==> config.mk <==
export PLATFORM = sky130hd
export DESIGN_NAME = mcbp_ctrl
export DESIGN_NICKNAME = d
export VERILOG_FILES = /design/src/hw/rtl/mcbp_pkg.sv /design/src/hw/rtl/mcbp_ctrl.sv
export SDC_FILE = /design/constraint.sdc
export NUM_CORES = 1
export LEC_CHECK = 0
export BUFFER_PORTS_ARGS = -buffer_cell sky130_fd_sc_hd__buf_2
export CAP_MARGIN = 25
export CORE_MARGIN = 2
export CORE_UTILIZATION = 45
export DETAILED_ROUTE_END_ITERATION = 8
export PLACE_DENSITY = 0.58
export SETUP_SLACK_MARGIN = 0.02
export SYNTH_ARGS = -nofsm -noshare
export SYNTH_HDL_FRONTEND = slang
export SYNTH_SLANG_ARGS = --single-unit
==> constraint.sdc <==
create_clock -name clk_i -period 9.7 [get_ports clk_i]
set_input_delay 2.91 -clock clk_i [delete_from_list [all_inputs] [get_ports clk_i]]
set_output_delay 2.91 -clock clk_i [all_outputs]
set_load 0.01 [all_outputs]
==> src/hw/rtl/mcbp_pkg.sv <==
// ----------------------------------------------------------------------------
// Byte pipe pool package
// Sizes, command and status codes, and the structs that pass between the
// pipe controller, the byte store and the top level.
// ----------------------------------------------------------------------------
`default_nettype none

package mcbp_pkg;

  // Pool geometry.
  localparam int unsigned PIPE_COUNT   = 8;
  localparam int unsigned BUFFER_DEPTH = 256;

  // Field widths fixed by the interface.
  localparam int unsigned CMD_W  = 3;
  localparam int unsigned ID_W   = 4;
  localparam int unsigned BYTE_W = 8;
  localparam int unsigned STAT_W = 3;

  // Derived widths.
  localparam int unsigned PIPE_IDX_W  = (PIPE_COUNT > 1) ? $clog2(PIPE_COUNT) : 1;
  localparam int unsigned PTR_W       = $clog2(BUFFER_DEPTH);
  localparam int unsigned CNT_W       = $clog2(BUFFER_DEPTH + 1);
  localparam int unsigned STORE_DEPTH = PIPE_COUNT * BUFFER_DEPTH;
  localparam int unsigned ADDR_W      = $clog2(STORE_DEPTH);

  typedef enum logic [CMD_W-1:0] {
    CMD_CREATE    = 3'd0,
    CMD_DESTROY   = 3'd1,
    CMD_CLOSE     = 3'd2,
    CMD_WRITE     = 3'd3,
    CMD_READ_BLK  = 3'd4,
    CMD_READ_NB   = 3'd5,
    CMD_QUERY     = 3'd6
  } cmd_e;

  typedef enum logic [STAT_W-1:0] {
    ST_OK          = 3'd0,
    ST_BAD_PIPE    = 3'd1,
    ST_FULL_RETRY  = 3'd2,
    ST_EMPTY_RETRY = 3'd3,
    ST_NO_DATA     = 3'd4,
    ST_NO_FREE     = 3'd5
  } status_e;

  // Result of one command, before the read byte is attached.
  typedef struct packed {
    status_e           status;
    logic [ID_W-1:0]   new_id;
    logic              is_empty;
    logic              take;
  } res_t;

  // One access to the byte store.
  typedef struct packed {
    logic              we;
    logic              re;
    logic [ADDR_W-1:0] addr;
    logic [BYTE_W-1:0] wdata;
  } mem_req_t;

  // Ring pointer advance with wrap at the end of the buffer.
  function automatic logic [PTR_W-1:0] next_slot(input logic [PTR_W-1:0] p);
    logic [PTR_W-1:0] n;
    n = (p == PTR_W'(BUFFER_DEPTH - 1)) ? '0 : p + PTR_W'(1);
    return n;
  endfunction

endpackage : mcbp_pkg

`default_nettype wire

==> src/hw/rtl/mcbp_ctrl.sv <==
// ----------------------------------------------------------------------------
// Byte pipe controller
// Holds the per-pipe flags, pointers and counts, decodes one command per
// cycle, updates the pipe state and issues at most one byte store access.
// ----------------------------------------------------------------------------
`default_nettype none

module mcbp_ctrl (
  input  wire logic                      clk_i,
  input  wire logic                      rst_ni,
  input  wire logic                      fire_i,
  input  wire logic [mcbp_pkg::CMD_W-1:0] cmd_i,
  input  wire logic [mcbp_pkg::ID_W-1:0]  id_i,
  input  wire logic [mcbp_pkg::BYTE_W-1:0] data_i,
  output mcbp_pkg::res_t                 res_o,
  output mcbp_pkg::mem_req_t             mem_req_o
);
  import mcbp_pkg::*;

  logic                  in_use_q [PIPE_COUNT];
  logic                  closed_q [PIPE_COUNT];
  logic [PTR_W-1:0]      head_q   [PIPE_COUNT];
  logic [PTR_W-1:0]      tail_q   [PIPE_COUNT];
  logic [CNT_W-1:0]      cnt_q    [PIPE_COUNT];

  logic [PIPE_IDX_W-1:0] idx;
  logic                  id_ok;
  logic                  free_found;
  logic [PIPE_IDX_W-1:0] free_idx;
  logic                  do_alloc, do_free, do_close, do_push, do_pop;
  logic [PTR_W-1:0]      slot;
  cmd_e                  cmd;

  assign cmd = cmd_e'(cmd_i);
  assign idx = id_i[PIPE_IDX_W-1:0];
  assign id_ok = ({1'b0, id_i} < (ID_W + 1)'(PIPE_COUNT)) && in_use_q[idx];

  // Lowest unused pipe.
  always_comb begin
    free_found = 1'b0;
    free_idx   = '0;
    for (int i = PIPE_COUNT - 1; i >= 0; i--) begin
      if (!in_use_q[i]) begin
        free_found = 1'b1;
        free_idx   = PIPE_IDX_W'(i);
      end
    end
  end

  always_comb begin
    do_alloc        = 1'b0;
    do_free         = 1'b0;
    do_close        = 1'b0;
    do_push         = 1'b0;
    do_pop          = 1'b0;
    res_o.status    = ST_OK;
    res_o.new_id    = '0;
    res_o.is_empty  = 1'b0;
    unique case (cmd)
      CMD_CREATE: begin
        if (free_found) begin
          do_alloc     = 1'b1;
          res_o.new_id = ID_W'(free_idx);
        end else begin
          res_o.status = ST_NO_FREE;
        end
      end
      CMD_QUERY: begin
        res_o.is_empty = !id_ok || (cnt_q[idx] == '0);
      end
      CMD_DESTROY: begin
        if (id_ok) do_free = 1'b1;
        else res_o.status = ST_BAD_PIPE;
      end
      CMD_CLOSE: begin
        if (id_ok) do_close = 1'b1;
        else res_o.status = ST_BAD_PIPE;
      end
      CMD_WRITE: begin
        if (!id_ok) res_o.status = ST_BAD_PIPE;
        else if (cnt_q[idx] == CNT_W'(BUFFER_DEPTH)) res_o.status = ST_FULL_RETRY;
        else do_push = 1'b1;
      end
      CMD_READ_BLK, CMD_READ_NB: begin
        if (!id_ok) res_o.status = ST_BAD_PIPE;
        else if (cnt_q[idx] != '0) do_pop = 1'b1;
        else if (cmd == CMD_READ_BLK && !closed_q[idx]) res_o.status = ST_EMPTY_RETRY;
        else res_o.status = ST_NO_DATA;
      end
      default: begin
        res_o.status = ST_BAD_PIPE;
      end
    endcase
    res_o.take = do_pop;
  end

  assign slot = do_push ? tail_q[idx] : head_q[idx];

  always_comb begin
    mem_req_o.we    = fire_i && do_push;
    mem_req_o.re    = fire_i && do_pop;
    mem_req_o.addr  = ADDR_W'(idx) * ADDR_W'(BUFFER_DEPTH) + ADDR_W'(slot);
    mem_req_o.wdata = data_i;
  end

  always_ff @(posedge clk_i or negedge rst_ni) begin
    if (!rst_ni) begin
      for (int i = 0; i < PIPE_COUNT; i++) begin
        in_use_q[i] <= 1'b0;
        closed_q[i] <= 1'b0;
        head_q[i]   <= '0;
        tail_q[i]   <= '0;
        cnt_q[i]    <= '0;
      end
    end else if (fire_i) begin
      if (do_alloc) begin
        in_use_q[free_idx] <= 1'b1;
        closed_q[free_idx] <= 1'b0;
        head_q[free_idx]   <= '0;
        tail_q[free_idx]   <= '0;
        cnt_q[free_idx]    <= '0;
      end
      if (do_free)  in_use_q[idx] <= 1'b0;
      if (do_close) closed_q[idx] <= 1'b1;
      if (do_push) begin
        tail_q[idx] <= next_slot(tail_q[idx]);
        cnt_q[idx]  <= cnt_q[idx] + CNT_W'(1);
      end
      if (do_pop) begin
        head_q[idx] <= next_slot(head_q[idx]);
        cnt_q[idx]  <= cnt_q[idx] - CNT_W'(1);
      end
    end
  end

endmodule : mcbp_ctrl

`default_nettype wire

After elaboration in Yosys (flattened, before gate mapping)
Cells that the tools add are included.
{"block": "totals", "ramBits": 0, "mem_count": 0, "latchBits": 0, "output_inout_bits": 30, "register_bits": 216, "mem_bits_ro": 0}
{"block": "op_classes", "mul": 0, "shift": 0, "bitwise_logic": 13, "n_addsub": 5, "magnitude_cmp": 5, "div": 0, "eq_ne": 9, "mux": 89, "reduce_logical": 14}
{"operator": "two-way mux 64 bit", "n": 6}
{"operator": "two-way mux 72 bit", "n": 5}
{"operator": "bitwise mux 72 bit", "n": 2}
{"operator": "AND 64 bit", "n": 2}
{"operator": "bitwise mux 64 bit", "n": 2}
{"operator": "two-way mux 8 bit", "n": 15}
{"operator": "AND 72 bit", "n": 1}
{"operator": "NOT 72 bit", "n": 1}
{"operator": "NOT 64 bit", "n": 1}
{"operator": "demux 9 bit (select 3 bit)", "n": 2}
{"operator": "binary-select mux 8 bit (select 3 bit)", "n": 2}
{"operator": "demux 8 bit (select 3 bit)", "n": 2}
{"operator": "two-way mux 3 bit", "n": 13}
{"operator": "two-way mux 9 bit", "n": 4}
{"operator": "binary-select mux 9 bit (select 3 bit)", "n": 1}
{"operator": "two-way mux 1 bit", "n": 27}
{"operator": "adder 8 x 1 -> 8 bit, second input constant", "n": 2}
{"operator": "AND 8 bit", "n": 2}
{"operator": "equality test 8 bit, second input constant", "n": 2}
{"operator": "NOT 8 bit", "n": 2}
{"operator": "bitwise OR 8 bit", "n": 2}
{"operator": "case mux 3 bit (5 select lines)", "n": 1}
{"operator": "adder 11 x 8 -> 11 bit", "n": 1}
{"operator": "adder 9 x 1 -> 9 bit, second input constant", "n": 1}
{"operator": "20 further kinds", "n": 36}

Longest topological paths before layout
Gate-level depths: netlist of the first run.
{"block": "logic_depth", "ltp_word": 22, "ltp_mapped": 17, "mapped_depth_nobuf": 12}

Worst setup path before layout of the first run
No wires, ideal clock.
{"block": "synth_timing", "path_kind": "input port to output port", "start": "in id_i[2] (netlist bit)", "end": "out mem_req_o[11] (netlist bit)", "arrival_ns": 5.585, "cell_stages": 14, "required_ns": 6.790, "slack_ns": 1.205, "path_cell_list": "buf_2 > buf_4 > buf_2 > mux4_2 > o21ai_2 > ha_1 > inv_1 > a211oi_1 > and4b_4 > buf_8 > a21o_4 > buf_6 > buf_6 > mux2i_1"}
{"element": "from (decl)", "line": "mcbp_ctrl.sv:13", "text": "input wire logic [mcbp_pkg::ID_W-1:0] id_i,"}
{"element": "to (decl)", "line": "mcbp_ctrl.sv:16", "text": "output mcbp_pkg::mem_req_t mem_req_o"}

==> results of run 1 <==
==> flip-flops by register name (all words and copies together) (netlist names) <==
name	count
head_q	64
closed_q	8
in_use_q	8
tail_q	64
cnt_q	72
==> worst max-delay path: cells and delay by family <==
| family | cells | cell delay (ps) |
|---|---|---|
| buf+inv | 3 | 1100 |
| simple gates | 2 | 560 |
| compound gates | 3 | 1210 |
| mux | 1 | 230 |
==> cell type report <==
cell class,instances,area [µm²]
clock buffer,40,753.2
clock inverter,5,42.54
fill,2477,13480
inverter,21,78.83
multi-input combinational,809,6281
sequential,216,5405
tap,341,426.7
timing repair buffer,78,558.0
==> where the power goes <==
part / internal [W] / switching (W) / total, W
clock: 0.000532 / 0.000400 / 0.000932
combinational: 0.000187 / 0.000324 / 0.000511
sequential: 0.000986 / 0.0000808 / 0.00107
==> per-stage QoR <==
stage	power, W	hold WS, ps	util [%]	instance area, µm²
floorplan	0.001402	443.9	-	12390
global route	0.002606	499.2	50.12	13550
detailed placement	0.001571	468.7	46.98	12700
CTS	0.002495	482.2	49.92	13490
global placement	0.001569	458.1	46.91	12680
finish	0.002509	478.1	50.12	13550
==> cell families (layout without fill, tap and decap cells) <==
| logic type | after synthesis | after routing |
|---|---|---|
| adder cells (fa/ha/maj) | 4 | 4 |
| AND/OR/NAND/NOR | 275 | 275 |
| other | 1 | 1 |
| multiplexers | 64 | 64 |
| flip-flops | 216 | 216 |
| AO/OA/AOI/OAI | 440 | 440 |
| XOR/XNOR | 25 | 25 |
| buffers and inverters | 118 | 144 |
==> layer usage <==
metal | routed length, µm | global-route usage (%) | part of all wire (%)
met5 | 0 | 0 | 0
met3 | 5081 | 9.744 | 11
met4 | 1999 | 13.01 | 4.3
met1 | 19800 | 46.32 | 43
met2 | 19530 | 46.18 | 42
==> worst max path at each step <==
| stage | slack (ps) | to | cells past startpoint |
|---|---|---|---|
| after floorplan | 1210 | mem_req_o[11] | 14 |
| final | 720 | mem_req_o[12] | 9 |
| after global placement | 800 | mem_req_o[11] | 10 |
| after global routing | 490 | mem_req_o[15] | 10 |
| after detailed placement | 770 | mem_req_o[14] | 10 |
| after CTS | 770 | mem_req_o[12] | 10 |
==> Yosys cell counts, drive strengths merged (8+ instances only) <==
master    n
a221oi   12
o221ai   16
a221o     9
o22ai    25
xor2      9
o21ai    61
mux2i    32
o31ai     9
xnor2    16
inv      20
a21o      8
o21a      8
buf      64
dfrtp   216
a21oi    23
clkbuf   33
a211oi   20
nor3     29
a22o     97
a22oi    36
a31oi    14
nand3    19
mux2     12
a32o     64
nor2     53
mux4     20
nand2   111
==> run summary, run 1 <==
first-pass detailed-route iteration total -> 6
pin count of the biggest net entering global routing -> 85
WP data required -> 6790 ps
Max IR drop VDD -> 0.1192 mV
Placer Congestion -> 0.9703
post-route DRC violation count -> 0
H-tree levels -> 1
initial antenna violation count -> 0
hold crit path type -> reg2reg
Max Cap Violations -> 0
Pleak -> 5.779 nW
post-place setup slack -> 766.3 ps
Sink Count -> 216
Setup TNS Final -> 0 ps
commonest non-fill, non-tap cells in the layout -> dfrtp_1, nand2_1, a22o_1
crit path from -> id_i[0]
#FFs+latches synth -> 216
post-CTS setup buffers -> 0
Synth Warn # -> 0
drt wl/cell -> 30.74 µm
ys async rst share -> 100.0%
Slew Limit Headroom -> 24.83%
mux cell area share after synthesis -> 7.433%
Initial Util -> 45.84%
final hold viol count -> 0
clk buf depth -> 3
post-synthesis xor/xnor area fraction -> 1.767%
synth unique cells -> 93
Final setup viols -> 0
CTS Hold Bufs -> 0
io pins -> 48
setup ws final -> 723.3 ps
commonest non-fill, non-tap cell in the layout -> dfrtp_1
drt first-iter violations -> 1490
Mapped Area -> 0.01239 mm²
slowest CP cell -> buf_4
Buffers on Ports -> 30
Worst-Skew Late Latency -> 550 ps
Vias/cell -> 7.122
Seq/Total Area, Yosys -> 43.63%
Post-synth top flop -> dfrtp_1
Post-synth EDFFs -> 0
Post-Route WL -> 46.42 mm
Synth area leaders -> dfrtp_1, a22o_1, a32o_1, nand2_1, mux4_2
cells after synthesis -> 1143
critical path arrival -> 6070 ps
Avg Inst Size Synth -> 10.84 µm²
worst hold endpoint -> cnt_q[24]
DR vias -> 10.75k
All-Layer GR Usage -> 32.50%
Non-Filler Instances -> 1510
share of the synthesized area in the top cell type -> 43.63%
Critical Path Most Common Cell -> buf_2
grt ovf -> 0
FMAX -> 111.4 MHz
Resized Gates After CTS -> 0
CTS Root Cell -> clkbuf_16
Worst-path clk slew -> 60 ps
layout cell share with drive strength beyond 1 -> 17.54%
critical path cell sequence -> buf_2, buf_4, nor2_2, a221oi_1, o22a_1, and4b_4, a21o_4, mux2i_1, buf_2
RSZ-0062 raised after global routing -> false
Die Ht -> 169.9 µm
main combinational cell family by area after synthesis -> compound AO/OA/AOI/OAI gates
num rows -> 60
hold path depth -> 1
Compound-Gate Fraction of Synth Area -> 29.64%
core region area -> 0.02703 mm²
simple-gate portion of the synthesized area -> 11.28%
n_diodes -> 0
Cell Pwr Density -> 185.2 mW/mm²
CP Capture Type -> output port
post-route ant nets -> 0
crit path launch type -> primary input
biggest cell delay along the critical path -> 490 ps
final worst path period share -> 92.54%
Hold Path Origin -> cnt_q[24]
hpwl dp -> 31.39 mm
min cycle time layout -> 8977 ps
crit path max fanout -> 34
first-pass GRT wire length -> 69.35 mm
crit path kind -> in2out
outcome -> completed
Yosys top cell by area -> dfrtp_1
final slew viol count -> 0
DP Cell Count -> 1462
Syn Nets -> 1165
Worst Skew -> 11.85 ps
R2R Path End -> cnt_q[51]
number of CTS-inserted buffers -> 26
die area -> 0.02887 mm²
Area Overhead vs Synth -> 9.332%
TritonCTS clock tree -> yes
Least-Margin Pin Slew -> 1123 ps
Final #Nets -> 1174
Die X -> 169.9 µm
Post-Synth Adder-Cell Area -> 0.4040%
R2R cell count -> 11
vias in the first global route -> 10.30k
worst reg-to-reg setup slack -> 5740 ps
FF-to-FF Start -> cnt_q[46]
Note: power is estimated with default switching activity, not from simulation.
==> inputs of run 2 (changes only) <==
- TNS_END_PERCENT: not set -> 1
- clock period: 9.7 -> 8.35 ns (I/O delays scaled with it)
==> run summary, run 2 (synthesis results as in run 1) <==
NetSw -> 0.0009275 W
Buffers on Ports -> 30
Least-Margin Pin Slew -> 1119 ps
most flop-heavy register -> cnt_q
final slew viol count -> 0
P_int -> 0.002074 W
critical path arrival -> 5390 ps
commonest non-fill, non-tap cell in the layout -> dfrtp_1
worst hold endpoint -> cnt_q[24]
min cycle time layout -> 7897 ps
CTS Hold Bufs -> 0
CP Capture Type -> output port
global route hottest layer -> met2
hold path depth -> 1
Placer Congestion -> 0.9933
critical path cell sequence -> buf_2, buf_4, buf_4, and2_2, a22oi_2, a211oi_1, and4b_4, a21o_4, mux2i_1, buf_2
CTS Root Cell -> clkbuf_16
core region area -> 0.02703 mm²
crit path launch type -> primary input
TritonCTS clock tree -> yes
hpwl dp -> 30.68 mm
worst reg-to-reg setup slack -> 4440 ps
met2 usage -> 47.61%
Max IR drop VDD -> 0.1396 mV
RSZ-0062 raised after global routing -> false
Seq pwr share -> 41.1%
post-layout util -> 50.61%
Hold Path Origin -> cnt_q[24]
biggest cell delay along the critical path -> 490 ps
Top Family by Delay on Critical Path -> buffers and inverters
num rows -> 60
Final setup viols -> 0
final hold viol count -> 0
Cell Pwr Density -> 219.4 mW/mm²
io pins -> 48
Worst-path clk slew -> 60 ps
pin count of the biggest net entering global routing -> 98
number of CTS-inserted buffers -> 26
n_diodes -> 0
Setup TNS Final -> 0 ps
Die Ht -> 169.9 µm
first-pass GRT wire length -> 69.32 mm
Pleak -> 5.854 nW
crit path max fanout -> 30
crit path kind -> in2out
Slew Limit Headroom -> 25.14%
slowest CP cell -> and4b_4
DR vias -> 10.69k
first-pass detailed-route iteration total -> 5
post-route ant nets -> 0
Post-Route WL -> 45.82 mm
Sink Count -> 216
CP bufs+invs -> 4
number of flip-flops under the largest register name -> 72
H-tree levels -> 1
Filler cells -> 2425
Worst Skew -> 21.76 ps
All-Layer GR Usage -> 32.16%
power share of the clock group -> 39.1%
Final #Nets -> 1178
FMAX -> 126.6 MHz
post-route DRC violation count -> 0
Resized Gates After CTS -> 0
Max Cap Violations -> 0
GR Util met1 -> 44.95%
drt wl/cell -> 30.24 µm
Initial Util -> 45.84%
R2R cell count -> 10
hold crit path type -> reg2reg
Vias/cell -> 7.053
outcome -> completed
post-CTS setup buffers -> 0
drt first-iter violations -> 1390
grt met3 use -> 8.093%
vias in the first global route -> 10.49k
layout cell share with drive strength beyond 1 -> 18.40%
FF-to-FF Start -> cnt_q[1]
die area -> 0.02887 mm²
Sw Ratio -> 30.90%
power share of the combinational group -> 19.8%
final worst path period share -> 94.58%
top flop regs -> cnt_q (72), head_q (64), tail_q (64)
Worst-Skew Late Latency -> 550 ps
Die X -> 169.9 µm
initial antenna violation count -> 0
clk buf depth -> 3
R2R Path End -> head_q[55]
grt ovf -> 0
commonest non-fill, non-tap cells in the layout -> dfrtp_1, nand2_1, a22o_1
Area Overhead vs Synth -> 10.39%
WP data required -> 5850 ps
Pwr Total -> 0.003001 W
==> run 2: cell count changes in the layout (fill, tap and decap cells not counted), moves of 2 or more <==
cell | before | now
clkbuf_1 | 9 | 3
buf_4 | 45 | 50
clkinv_2 | 2 | 6
bufinv_16 | 0 | 2
clkbuf_8 | 5 | 7
==> run 2: area by class of cell <==
| class | count | area [µm²] | share of cell area [%] |
|---|---|---|---|
| multi-input combinational | 809 | 6289 | 45.98 |
| clock inverter | 9 | 97.59 | 0.7136 |
| inverter | 21 | 78.83 | 0.5763 |
| tap | 341 | 426.7 | 3.120 |
| clock buffer | 37 | 783.3 | 5.727 |
| timing repair buffer | 82 | 596.8 | 4.364 |
| sequential | 216 | 5405 | 39.52 |
==> run 2: metrics by stage <==
step	hold slack (ps)	std cells	worst slack, ps	cell area [µm²]
6_report	480.6	1515	452.6	13680
5_1_grt	495.1	1515	377.4	13680
4_1_cts	480.9	1512	505.5	13610
3_5_place_dp	468.0	1466	509.8	12730
3_3_place_gp	462.9	1465	608.2	12720
2_1_floorplan	443.9	1143	665.3	12390
==> run 2: worst max-delay path by stage <==
stage,start,depth (start not counted),endpoint,slack [ps]
2_1_floorplan,id_i[2],14,mem_req_o[11],670
3_3_place_gp,id_i[2],10,mem_req_o[13],610
3_5_place_dp,id_i[2],10,mem_req_o[13],510
4_1_cts,id_i[2],10,mem_req_o[13],510
5_1_grt,id_i[2],10,mem_req_o[13],380
6_report,id_i[2],10,mem_req_o[12],450
==> run 2: per-layer routing <==
layer	share of wire, %	vias to the layer above	wire, µm
met2	43	640	19640
met3	10	146	4705
met4	4.9	0	2238
li1	-	4522	-
met5	0	-	0
met1	42	5378	19230
==> run 2: power groups by stage <==
stage | combinational (W) | sequential, W | clock, W
floorplan | 0.000421 | 0.00121 | 0
CTS | 0.000579 | 0.00123 | 0.00119
global route | 0.000644 | 0.00124 | 0.00123
detailed placement | 0.000576 | 0.00125 | 0
global placement | 0.000570 | 0.00125 | 0
finish | 0.000593 | 0.00123 | 0.00117
==> inputs of run 3 (changes only) <==
- CORE_UTILIZATION: 45 -> 50
- MAX_ROUTING_LAYER: not set -> met4
- PLACE_DENSITY: 0.58 -> 0.64
- clock period: 8.35 -> 8 ns (I/O delays scaled with it)
==> run summary, run 3 (synthesis results as in run 1) <==
outcome -> completed
RSZ-0062 raised after global routing -> false
slowest CP cell -> nor2b_1
Area Overhead vs Synth -> 9.735%
crit path launch type -> primary input
biggest cell delay along the critical path -> 590 ps
WP data required -> 5600 ps
R2R cell count -> 12
TritonCTS clock tree -> yes
drt first-iter violations -> 1362
post-place setup slack -> 576.6 ps
Vias/cell -> 7.213
commonest non-fill, non-tap cell in the layout -> dfrtp_1
H-tree levels -> 1
number of cells on the critical path -> 9
CTS Root Cell -> clkbuf_16
Setup TNS Final -> 0 ps
Slew Limit Headroom -> 22.73%
Sink Count -> 216
All-Layer GR Usage -> 35.24%
most flop-heavy register -> cnt_q
worst reg-to-reg setup slack -> 4090 ps
Max IR drop VDD -> 0.1467 mV
critical path cell sequence -> buf_2, nor2b_1, buf_4, a22oi_1, o211ai_1, buf_4, o21ai_0, nor3b_1, buf_2
number of CTS-inserted buffers -> 25
final slew viol count -> 0
hpwl dp -> 29.72 mm
final worst path period share -> 94.13%
first-pass GRT wire length -> 67.34 mm
top flop regs -> cnt_q (72), head_q (64), tail_q (64)
P_int -> 0.002141 W
vias in the first global route -> 10.33k
Die Ht -> 161.4 µm
Cell Pwr Density -> 226.3 mW/mm²
FMAX -> 132.8 MHz
power share of the clock group -> 38.4%
Worst-path clk slew -> 60 ps
post-route ant nets -> 0
first-pass detailed-route iteration total -> 5
Sw Ratio -> 30.41%
Top Family by Delay on Critical Path -> buffers and inverters
Filler cells -> 2104
hold crit path type -> reg2reg
Worst-Skew Late Latency -> 530 ps
Max Cap Violations -> 0
layout cell share with drive strength beyond 1 -> 18.07%
min cycle time layout -> 7531 ps
Initial Util -> 50.94%
NetSw -> 0.0009356 W
clk buf depth -> 3
CTS Hold Bufs -> 0
crit path max fanout -> 18
power share of the combinational group -> 19.8%
Critical Path End -> res_o[7]
Least-Margin Pin Slew -> 1153 ps
crit path kind -> in2out
Worst Skew -> 11.73 ps
final hold viol count -> 0
critical path arrival -> 5130 ps
FF-to-FF Start -> cnt_q[64]
crit path from -> id_i[2]
CP Capture Type -> output port
setup ws final -> 469.4 ps
die area -> 0.02605 mm²
initial antenna violation count -> 1
core region area -> 0.02432 mm²
commonest non-fill, non-tap cells in the layout -> dfrtp_1, nand2_1, a22o_1
Die X -> 161.4 µm
Placer Congestion -> 1.097
grt ovf -> 0
Resized Gates After CTS -> 0
Final setup viols -> 0
num rows -> 57
Pleak -> 5.823 nW
pin count of the biggest net entering global routing -> 117
R2R Path End -> cnt_q[42]
number of flip-flops under the largest register name -> 72
Seq pwr share -> 41.8%
DR vias -> 10.81k
drt wl/cell -> 29.54 µm
Post-Route WL -> 44.24 mm
post-route DRC violation count -> 0
Final #Nets -> 1178
post-CTS setup buffers -> 0
CP bufs+invs -> 4
io pins -> 48
Buffers on Ports -> 30
-- run 3: changes by cell type in the layout (fill, tap and decap cells not counted), moves of 2 or more --
cell,change
a211oi_2,+2
a211oi_4,-2
clkbuf_1,+3
buf_6,+2
clkinv_2,-3
clkbuf_8,-2
clkbuf_16,-2
-- run 3: worst min path at each step --
stage / to / start / cells past startpoint / slack [ps]
CTS: cnt_q[27] / cnt_q[27] / 1 / 480
global route: head_q[5] / head_q[5] / 1 / 500
floorplan: cnt_q[27] / cnt_q[27] / 1 / 440
detailed placement: cnt_q[27] / cnt_q[27] / 1 / 470
finish: tail_q[4] / tail_q[4] / 2 / 480
global placement: tail_q[58] / tail_q[58] / 2 / 460
-- run 3: routing by layer --
metal	GRT usage, %	wire, µm
met1	48.36	18470
met5	-	0
met2	49.28	18890
met3	10.43	4932
met4	13.39	1958
-- run 3: worst register-to-register path, cell delays in order (launching register included) --
cell and delay [ps]:
dfrtp_1 460, mux4_2 470, mux2i_1 140, buf_4 160, ha_1 200, inv_1 70
a211oi_1 190, and4b_4 390, buf_4 340, a211oi_2 300, buf_4 260, o31ai_1 620
a22o_1 240
-- run 3: area by class of cell --
type	instances	area, µm²	share of cell area (%)
multi-input cells	809	6274	46.14
flip-flops and latches	216	5405	39.76
clock buffers	36	716.9	5.273
repair buffers	83	591.8	4.353
well taps	324	405.4	2.982
clock inverters	8	121.4	0.8927
inverters	21	78.83	0.5798
diodes	1	2.502	0.01841
-- run 3: metrics by stage --
step / utilization (%) / total power, W / instances / hold slack [ps] / cell area [µm²]
2_1_floorplan: - / 0.001700 / 1143 / 443.9 / 12390
3_3_place_gp: 52.19 / 0.001889 / 1449 / 461.9 / 12690
3_5_place_dp: 52.33 / 0.001889 / 1452 / 465.5 / 12730
4_1_cts: 55.78 / 0.003063 / 1496 / 477.7 / 13570
5_1_grt: 55.90 / 0.003193 / 1498 / 499.1 / 13600
6_report: 55.90 / 0.003076 / 1498 / 476.6 / 13600
-- run 3: power by group through the flow --
stage	Sequential, W	Clock (W)	Combinational, W
2_1_floorplan	0.00126	0	0.000440
3_3_place_gp	0.00130	0	0.000589
3_5_place_dp	0.00130	0	0.000590
4_1_cts	0.00128	0.00119	0.000594
5_1_grt	0.00130	0.00124	0.000658
6_report	0.00129	0.00118	0.000608
